<file path="config.mk">
export PLATFORM = sky130hd
export DESIGN_NAME = audio_channel_envelope_length
export DESIGN_NICKNAME = d
export VERILOG_FILES = /design/src/rtl/acel_pkg.sv /design/src/rtl/acel_core.sv /design/src/rtl/acel_out_buf.sv /design/src/rtl/audio_channel_envelope_length.sv
export SDC_FILE = /design/constraint.sdc
export NUM_CORES = 1
export LEC_CHECK = 0
export ABC_AREA = 1
export BUFFER_PORTS_ARGS = -buffer_cell sky130_fd_sc_hd__buf_2
export CORE_AREA = 2 2 91 137
export DETAILED_ROUTE_END_ITERATION = 7
export DIE_AREA = 0 0 93 139
export SLEW_MARGIN = 20
export SYNTH_ARGS = -nofsm -noshare
export SYNTH_HDL_FRONTEND = slang
export SYNTH_SLANG_ARGS = --single-unit
</file>
<file path="constraint.sdc">
create_clock -name clk -period 3.25 [get_ports clk]
set_input_delay 0.4875 -clock clk [delete_from_list [all_inputs] [get_ports clk]]
set_output_delay 0.4875 -clock clk [all_outputs]
set_load 0.005 [all_outputs]
</file>
<file path="src/rtl/acel_pkg.sv">
`timescale 1ns / 1ps

package acel_pkg;

  // Item kinds.
  localparam logic [1:0] OP_WRITE    = 2'd0;
  localparam logic [1:0] OP_LEN_TICK = 2'd1;
  localparam logic [1:0] OP_ENV_TICK = 2'd2;

  // Register selects for a write.
  localparam logic [1:0] REG_LENGTH     = 2'd0;
  localparam logic [1:0] REG_ENVELOPE   = 2'd1;
  localparam logic [1:0] REG_PERIOD_LOW = 2'd2;
  localparam logic [1:0] REG_CONTROL    = 2'd3;

  typedef struct packed {
    logic [1:0] op;
    logic [1:0] reg_select;
    logic [7:0] write_data;
  } in_t;

  typedef struct packed {
    logic        channel_on;
    logic        dac_on;
    logic [3:0]  volume_level;
    logic [10:0] period_value;
  } out_t;

endpackage

</file>
<file path="src/rtl/acel_core.sv">
`timescale 1ns / 1ps

module acel_core import acel_pkg::*; #(
  parameter int ENV_PRESCALE    = 8,
  parameter int LENGTH_PRESCALE = 2,
  parameter int LENGTH_LIMIT    = 64
) (
  input  logic clk,
  input  logic rst,
  input  logic step,
  input  in_t  item,
  output out_t result
);

  logic [7:0]  envelope_reg,          envelope_reg_next;
  logic [7:0]  period_low_reg,        period_low_reg_next;
  logic [5:0]  init_length,           init_length_next;
  logic [3:0]  start_volume,          start_volume_next;
  logic [3:0]  volume,                volume_next;
  logic        enabled,               enabled_next;
  logic        dac_enabled,           dac_enabled_next;
  logic        length_enabled,        length_enabled_next;
  logic        env_saturated,         env_saturated_next;
  logic [3:0]  env_prescale_count,    env_prescale_count_next;
  logic [2:0]  pace_count,            pace_count_next;
  logic [1:0]  length_prescale_count, length_prescale_count_next;
  logic [6:0]  length_count,          length_count_next;
  logic [10:0] period,                period_next;

  always_comb begin
    logic [3:0] v;
    logic [2:0] pace;
    logic       up;

    envelope_reg_next          = envelope_reg;
    period_low_reg_next        = period_low_reg;
    init_length_next           = init_length;
    start_volume_next          = start_volume;
    volume_next                = volume;
    enabled_next               = enabled;
    dac_enabled_next           = dac_enabled;
    length_enabled_next        = length_enabled;
    env_saturated_next         = env_saturated;
    env_prescale_count_next    = env_prescale_count;
    pace_count_next            = pace_count;
    length_prescale_count_next = length_prescale_count;
    length_count_next          = length_count;
    period_next                = period;
    v    = volume;
    pace = envelope_reg[2:0];
    up   = envelope_reg[3];

    case (item.op)
      OP_WRITE: begin
        case (item.reg_select)
          REG_LENGTH: init_length_next = item.write_data[5:0];
          REG_ENVELOPE: begin
            // Writing the envelope while the channel runs nudges the volume
            // the way the original hardware does, based on the old settings.
            if (enabled) begin
              if (pace == 3'd0 && !env_saturated) begin
                v = volume + 4'd1;
              end else if (!up) begin
                v = volume + 4'd2;
              end
              if (up != item.write_data[3]) begin
                v = 4'd0 - v;
              end
              volume_next = v;
            end
            envelope_reg_next = item.write_data;
            dac_enabled_next  = |item.write_data[7:3];
            start_volume_next = item.write_data[7:4];
            if (!(|item.write_data[7:3])) begin
              enabled_next = 1'b0;
            end
          end
          REG_PERIOD_LOW: period_low_reg_next = item.write_data;
          default: begin
            period_next         = {item.write_data[2:0], period_low_reg};
            length_enabled_next = item.write_data[6];
            if (item.write_data[7] && dac_enabled) begin
              enabled_next       = 1'b1;
              env_saturated_next = 1'b0;
              pace_count_next    = 3'd0;
              length_count_next  = {1'b0, init_length};
              volume_next        = start_volume;
            end
          end
        endcase
      end
      OP_LEN_TICK: begin
        if (enabled && length_enabled) begin
          length_prescale_count_next = length_prescale_count + 2'd1;
          if (length_prescale_count_next == 2'(LENGTH_PRESCALE)) begin
            length_prescale_count_next = 2'd0;
            length_count_next          = length_count + 7'd1;
            if (length_count_next == 7'(LENGTH_LIMIT)) begin
              length_count_next = 7'd0;
              enabled_next      = 1'b0;
            end
          end
        end
      end
      OP_ENV_TICK: begin
        env_prescale_count_next = env_prescale_count + 4'd1;
        if (env_prescale_count_next == 4'(ENV_PRESCALE)) begin
          env_prescale_count_next = 4'd0;
          if (pace == 3'd0) begin
            pace_count_next = 3'd0;
          end else begin
            pace_count_next = pace_count + 3'd1;
            if (pace_count_next == pace) begin
              pace_count_next = 3'd0;
              if (up && volume != 4'hF) begin
                volume_next = volume + 4'd1;
              end else if (!up && volume != 4'd0) begin
                volume_next = volume - 4'd1;
              end else begin
                env_saturated_next = 1'b1;
              end
            end
          end
        end
      end
      default: ;
    endcase
  end

  always_ff @(posedge clk) begin
    if (rst) begin
      envelope_reg          <= '0;
      period_low_reg        <= '0;
      init_length           <= '0;
      start_volume          <= '0;
      volume                <= '0;
      enabled               <= 1'b0;
      dac_enabled           <= 1'b0;
      length_enabled        <= 1'b0;
      env_saturated         <= 1'b0;
      env_prescale_count    <= '0;
      pace_count            <= '0;
      length_prescale_count <= '0;
      length_count          <= '0;
      period                <= '0;
    end else if (step) begin
      envelope_reg          <= envelope_reg_next;
      period_low_reg        <= period_low_reg_next;
      init_length           <= init_length_next;
      start_volume          <= start_volume_next;
      volume                <= volume_next;
      enabled               <= enabled_next;
      dac_enabled           <= dac_enabled_next;
      length_enabled        <= length_enabled_next;
      env_saturated         <= env_saturated_next;
      env_prescale_count    <= env_prescale_count_next;
      pace_count            <= pace_count_next;
      length_prescale_count <= length_prescale_count_next;
      length_count          <= length_count_next;
      period                <= period_next;
    end
  end

  // The result shows the state after this item.
  assign result.channel_on   = enabled_next;
  assign result.dac_on       = dac_enabled_next;
  assign result.volume_level = volume_next;
  assign result.period_value = period_next;

endmodule

</file>
<file path="src/rtl/acel_out_buf.sv">
`timescale 1ns / 1ps

module acel_out_buf import acel_pkg::*; (
  input  logic clk,
  input  logic rst,
  input  logic push,
  input  out_t push_data,
  output logic space,
  output logic out_valid,
  input  logic out_ready,
  output out_t out_data
);

  logic skid_valid;
  out_t skid;
  logic pop;

  assign pop   = out_valid && out_ready;
  assign space = !skid_valid;

  always_ff @(posedge clk) begin
    if (rst) begin
      out_valid  <= 1'b0;
      skid_valid <= 1'b0;
    end else if (pop) begin
      if (skid_valid) begin
        out_valid  <= 1'b1;
        skid_valid <= push;
      end else begin
        out_valid <= push;
      end
    end else if (push) begin
      if (out_valid) begin
        skid_valid <= 1'b1;
      end else begin
        out_valid <= 1'b1;
      end
    end
  end

  always_ff @(posedge clk) begin
    if (pop) begin
      if (skid_valid) begin
        out_data <= skid;
        skid     <= push_data;
      end else begin
        out_data <= push_data;
      end
    end else if (push) begin
      if (out_valid) begin
        skid <= push_data;
      end else begin
        out_data <= push_data;
      end
    end
  end

endmodule

</file>
<file path="src/rtl/audio_channel_envelope_length.sv">
`timescale 1ns / 1ps

// Volume envelope and length counter of one sound channel.
// Input beats arrive on in_valid / in_ready / in_data. Each beat is a
// register write (length, envelope, period low, control), a length tick or
// an envelope tick from the frame sequencer. Every input beat produces
// exactly one output beat on out_valid / out_ready / out_data, carrying the
// channel enable, the DAC enable, the current volume and the loaded period
// as they stand after that beat.
// The new state is computed in one short combinational pass from the state
// registers, so the block takes one beat per cycle while in_ready is high,
// and the result is registered into the output buffer on acceptance.
// The results go into a two-entry output buffer (an output register plus a
// skid register). When the receiver stalls, one more input beat is still
// taken; after that in_ready drops until the receiver drains a result.
// Synchronous reset clears all channel state to zero and empties the
// output buffer; the block takes input in the first cycle after reset.
module audio_channel_envelope_length import acel_pkg::*; #(
  parameter int ENV_PRESCALE    = 8,
  parameter int LENGTH_PRESCALE = 2,
  parameter int LENGTH_LIMIT    = 64
) (
  input  logic clk,
  input  logic rst,
  input  logic in_valid,
  output logic in_ready,
  input  in_t  in_data,
  output logic out_valid,
  input  logic out_ready,
  output out_t out_data
);

  logic accept;
  out_t result;

  // A beat is taken whenever the output buffer has a free slot.
  assign accept = in_valid && in_ready;

  acel_core #(
    .ENV_PRESCALE    (ENV_PRESCALE),
    .LENGTH_PRESCALE (LENGTH_PRESCALE),
    .LENGTH_LIMIT    (LENGTH_LIMIT)
  ) u_core (
    .clk    (clk),
    .rst    (rst),
    .step   (accept),
    .item   (in_data),
    .result (result)
  );

  acel_out_buf u_out_buf (
    .clk       (clk),
    .rst       (rst),
    .push      (accept),
    .push_data (result),
    .space     (in_ready),
    .out_valid (out_valid),
    .out_ready (out_ready),
    .out_data  (out_data)
  );

endmodule

</file>
* After elaboration in Yosys (flattened, before gate mapping)
Cells that the tools add are included.
** Storage, ports and cells
- Output and inout bits :: 19
- Logic and storage cells :: 150
- Input port bits :: 16
- Register bits :: 93
** Cells by class
- Bitwise operators :: 1
- Reduce and logical (&&, ||, !) cells :: 33
- Eq/ne operators :: 21
- $add $sub $neg :: 8
- Mux-type cells :: 63
** Operators by type and width (count)
- two-way mux 17 bit :: 8
- two-way mux 4 bit :: 14
- two-way mux 7 bit :: 5
- two-way mux 11 bit :: 2
- two-way mux 1 bit :: 21
- AND reduction 3 bit :: 6
- one-hot mux 4 bit (2 select lines) :: 2
- two-way mux 3 bit :: 5
- one-hot mux 7 bit (2 select lines) :: 1
- != test 2 x 1 -> 1 bit, second input constant :: 6
- != test 2 bit, second input constant :: 5
- AND reduction 9 bit :: 1
- adder 4 x 1 -> 4 bit, second input constant :: 2
- nonzero test 2 bit :: 4
- adder 7 x 1 -> 7 bit, second input constant :: 1
- equality test 7 bit, second input constant :: 1
- logical AND 1 bit :: 7
- equality test 2 bit, second input constant :: 3
- one-hot mux 1 bit (2 select lines) :: 3
- one-hot mux 3 bit (2 select lines) :: 1
- AND reduction 2 bit :: 3
- AND reduction 6 bit :: 1
- AND reduction 5 bit :: 1
- OR reduction 5 bit :: 1
- 18 further kinds :: 22

* Longest topological paths before layout
- Word-level depth :: 14
- Depth in mapped cells :: 16
- Depth with buffers taken out :: 16

* Hierarchy
Synthesis repeated with hierarchy kept, for this count alone.
** Second synthesis, totals
- Cells, all modules :: 617
- Area total of the unflattened synthesis :: 4857.2 sq um
** Modules (own cells, without submodules)
- acel_core :: seq. area each 1141.1 sq um, area each 3427.0 sq um, cells each 508, instances 1
- acel_out_buf :: seq. area each 1061.0 sq um, area each 1422.6 sq um, cells each 107, instances 1
- audio_channel_envelope_length :: seq. area each 0.0 sq um, area each 7.5 sq um, cells each 2, instances 1

* Worst setup path after synthesis
No wires, ideal clock.
- Path type :: input to register
- Start :: input port in_valid
- End :: register u_out_buf.skid[0] (netlist bit), enable pin
- Required time :: 2835 ps
- Slack :: 694 ps
- Stages on the path :: 5
- Arrival time :: 2142 ps
- Path through :: nand2_1 > inv_1 > buf_2 > o21ai_0 > o21ai_0
** On the way
- Word-level cells in the longest chain between the ends :: 3
** Ends and longest elaborated chain
- from (decl) :: line audio_channel_envelope_length.sv:25 : input logic in_valid,
- logical AND 1 bit :: line audio_channel_envelope_length.sv:37 : assign accept = in_valid && in_ready;
- nonzero test 2 bit (no line)
- AND reduction 3 bit (no line)
- to (signal assigned) :: line acel_out_buf.sv:45 : skid <= push_data;
- to (signal assigned) :: line acel_out_buf.sv:51 : skid <= push_data;
- to (decl) :: line acel_out_buf.sv:15 : out_t skid;
No other way between the ends.
A chain may end at the register's enable or synchronous reset.

==> out/qor.yml <==
outcome: "finished, final reports clean"
htree_num_levels: 3
netlist_area_mm2: 0.00462
syn2layout_area_growth_pct: 13.0
skew_ns: 0.00448
switching_power_uw: 715
p_int_uw: 1910
cts_tree: "yes"
setup_viol: 0
grt_overflow: 0
cts_max_path_buffers: 2
dr.max_layer_used: "met4"
wl_per_cell_um: 13.6
cts_made_buffers: 9
gp_congestion: 0.862
worstPathArrival_ns: 2.47
swShare_pct: 27.2
yosysWarningCount: 0
fp.dieH_um: 139
fin_crit_sh_pct: 73.3
clk_latency_ns: 0.34
start_util_pct: 39.3
slew_viol_final: 0
io_buffers: 34
comb_power_share_pct: 11.4
via_per_inst: 5.01
ctsHoldBuffers: 0
synth_area_per_cell_um2: 7.88
dieArea_mm2: 0.0129
synth.net_count: 612
final_common_cell: "nand2_1"
fin_area_mm2: 0.00522
drtPass1Iterations: 4
max_freq_mhz: 420
antenna_left: 0
rsz0062_at_grt: "false"
clkTransAtPathRegs_ns: 0.07
dr_wl_met2_mm: 5.16
routed_wl_mm: 10.6
hp-class: "input pin to flop"
utilization_pct: 44.4
maxSlewHeadroom_pct: 45.1
path_class: "flop to flop"
irDropWorstVdd_mv: 0.241
post-cts-setup-buffer-count: 0
synth.distinct_cells: 42
route.detailed.drc: 0
placement_rows: 49
io_pins: 35
cts_resized: 0
die_w_um: 93
grt_pass1_wl_mm: 17.2
setup_tns_ns: 0
synth-seq-cells: 93
path_max_fanout: 8
cp_data_required_time_ns: 3.34
endpoint_kind: "flop"
grt_antenna_before_repair: 0
hpwlAfterDp_mm: 7.79
dr.first_iter.drc_count: 208
clockPowerShare_pct: 38.9
p_seq_share_pct: 49.7
seq_area_frac_synth_pct: 47.6
start_kind: "flop"
cts_sinks: 93
hold_violations: 0
grt_pass1_vias: 3587
core_area_mm2: 0.0118
drt-met1-wl_mm: 4.76
worstMarginPinSlew_ns: 0.822
cellPowerDensity_mw_per_mm2: 503
grt.total_usage_pct: 16.7
vias: 3889
antennaDiodeCount: 0
grt_max_degree: 27
most-common-layout-cells: "140 x nand2_1, 70 x inv_1, 64 x o21ai_0"
synth_cells: 587
min_period_ns: 2.38
top_regs: "u_out_buf.out_data (17), u_out_buf.skid (17), u_core.period (11)"
route.met3.wl_um: 353
nets: 643
maxCapViolations: 0
layout-drive-gt1-share_pct: 14.1
clock-root-buffer: "clkbuf_16"
total_power_uw: 2630
placed_cell_area_mm2: 0.00493
power_leakage_uw: 0.00216
## worst max-delay path, stage by stage (launching register included)
cell	delay, ns
dfxtp_1	0.49
inv_2	0.12
ha_1	0.30
inv_1	0.08
nand4_1	0.10
nand2_1	0.13
ha_1	0.24
nand2_1	0.06
nand2_1	0.04
o21ai_0	0.17
nand2_1	0.07
nand2_1	0.09
nand3_2	0.10
nand2_1	0.08
nand2_1	0.06
## layer usage
layer | vias up | track usage (%)
met4 | 0 | 7.66
met2 | 91 | 28.0
li1 | 1995 | -
met1 | 1787 | 20.8
met5 | - | 0
met3 | 16 | 2.72
## final cells by class
type | count | area [um2]
clock buffer | 9 | 225
clock inverter | 7 | 65.1
tap | 153 | 191
inverter | 77 | 292
timing repair buffer | 40 | 215
multi-input combinational | 397 | 2030
sequential | 93 | 2200
fill | 1176 | 6550
## cells in the mapped netlist
cell      number  area, um2
a31oi_1        2       12.5
a31o_2         1       8.76
a21oi_2        2       17.5
nand2_1      140        526
o22ai_1        2       12.5
dfxtp_1       59       1180
nor4_4         1       21.3
a211oi_1       3       22.5
inv_4          1       6.26
clkinv_1       2       7.51
nand3_2        5       50.1
o221ai_1       1       8.76
a211oi_2       1       12.5
nor2_1        42        158
nor3b_1        1       7.51
buf_2          8       40.0
nor2_4         2       22.5
inv_1         70        263
a21oi_4        1       16.3
nand2_2        2       12.5
xor2_1         6       52.6
o21ai_1        7       35.0
nand4_1        5       31.3
nor2_2         5       31.3
o21bai_1       1       7.51
nor3_2         1       10.0
inv_2          4       15.0
o21ai_2        2       17.5
a21oi_1       53        265
xor2_2         1       16.3
nand3_1       26        130
edfxtp_1      34       1020
o211ai_2       2       25.0
xnor2_1        3       26.3
buf_4          1       7.51
ha_1           9        113
nor3_1         2       10.0
o21ai_0       66        330
xnor2_2        1       16.3
buf_6          1       11.3
clkbuf_1      10       37.5
o211ai_1       1       7.51
## power by group through the flow
stage	combinational [uW]	clock, uW	sequential (uW)
global placement	296	0	1330
finish	300	1020	1310
detailed placement	300	0	1330
global route	343	1090	1310
floorplan	197	0	1330
CTS	302	1040	1310
## path summary, 6_finish.rpt
check	startpoint	end	slack [ns]	cells after the start
worst max-delay path	u_core.volume[0]$_SDFFE_PP0P_	u_out_buf.out_data[12]$_DFFE_PP_	0.87	14
worst max register to register	u_core.volume[0]$_SDFFE_PP0P_	u_out_buf.out_data[12]$_DFFE_PP_	0.87	14
worst min-delay path	in_data[5]	u_core.period_low_reg[5]$_SDFFE_PP0P_	0.44	3
worst min register to register	u_core.period[3]$_SDFFE_PP0P_	u_core.period[3]$_SDFFE_PP0P_	0.44	2
## cell families (layout without fill, tap and decap cells)
logic type,count (synthesis),count (layout),share of synthesized area (%)
compound gates,145,145,17.3
xor+xnor,11,11,2.41
fa+ha+maj,9,9,2.44
buf+inv,97,133,8.39
flops,93,93,47.6
simple gates,232,232,21.8
## through the flow
step                      cells  hold WS, ns  setup WS [ns]
after floorplan             587        0.420          0.694
after global placement      760        0.426          0.944
after detailed placement    760        0.436          0.889
after CTS                   776        0.438          0.870
after global routing        776        0.450          0.633
final                       776        0.439          0.868
No activity file was read; power rests on OpenSTA's default activity.
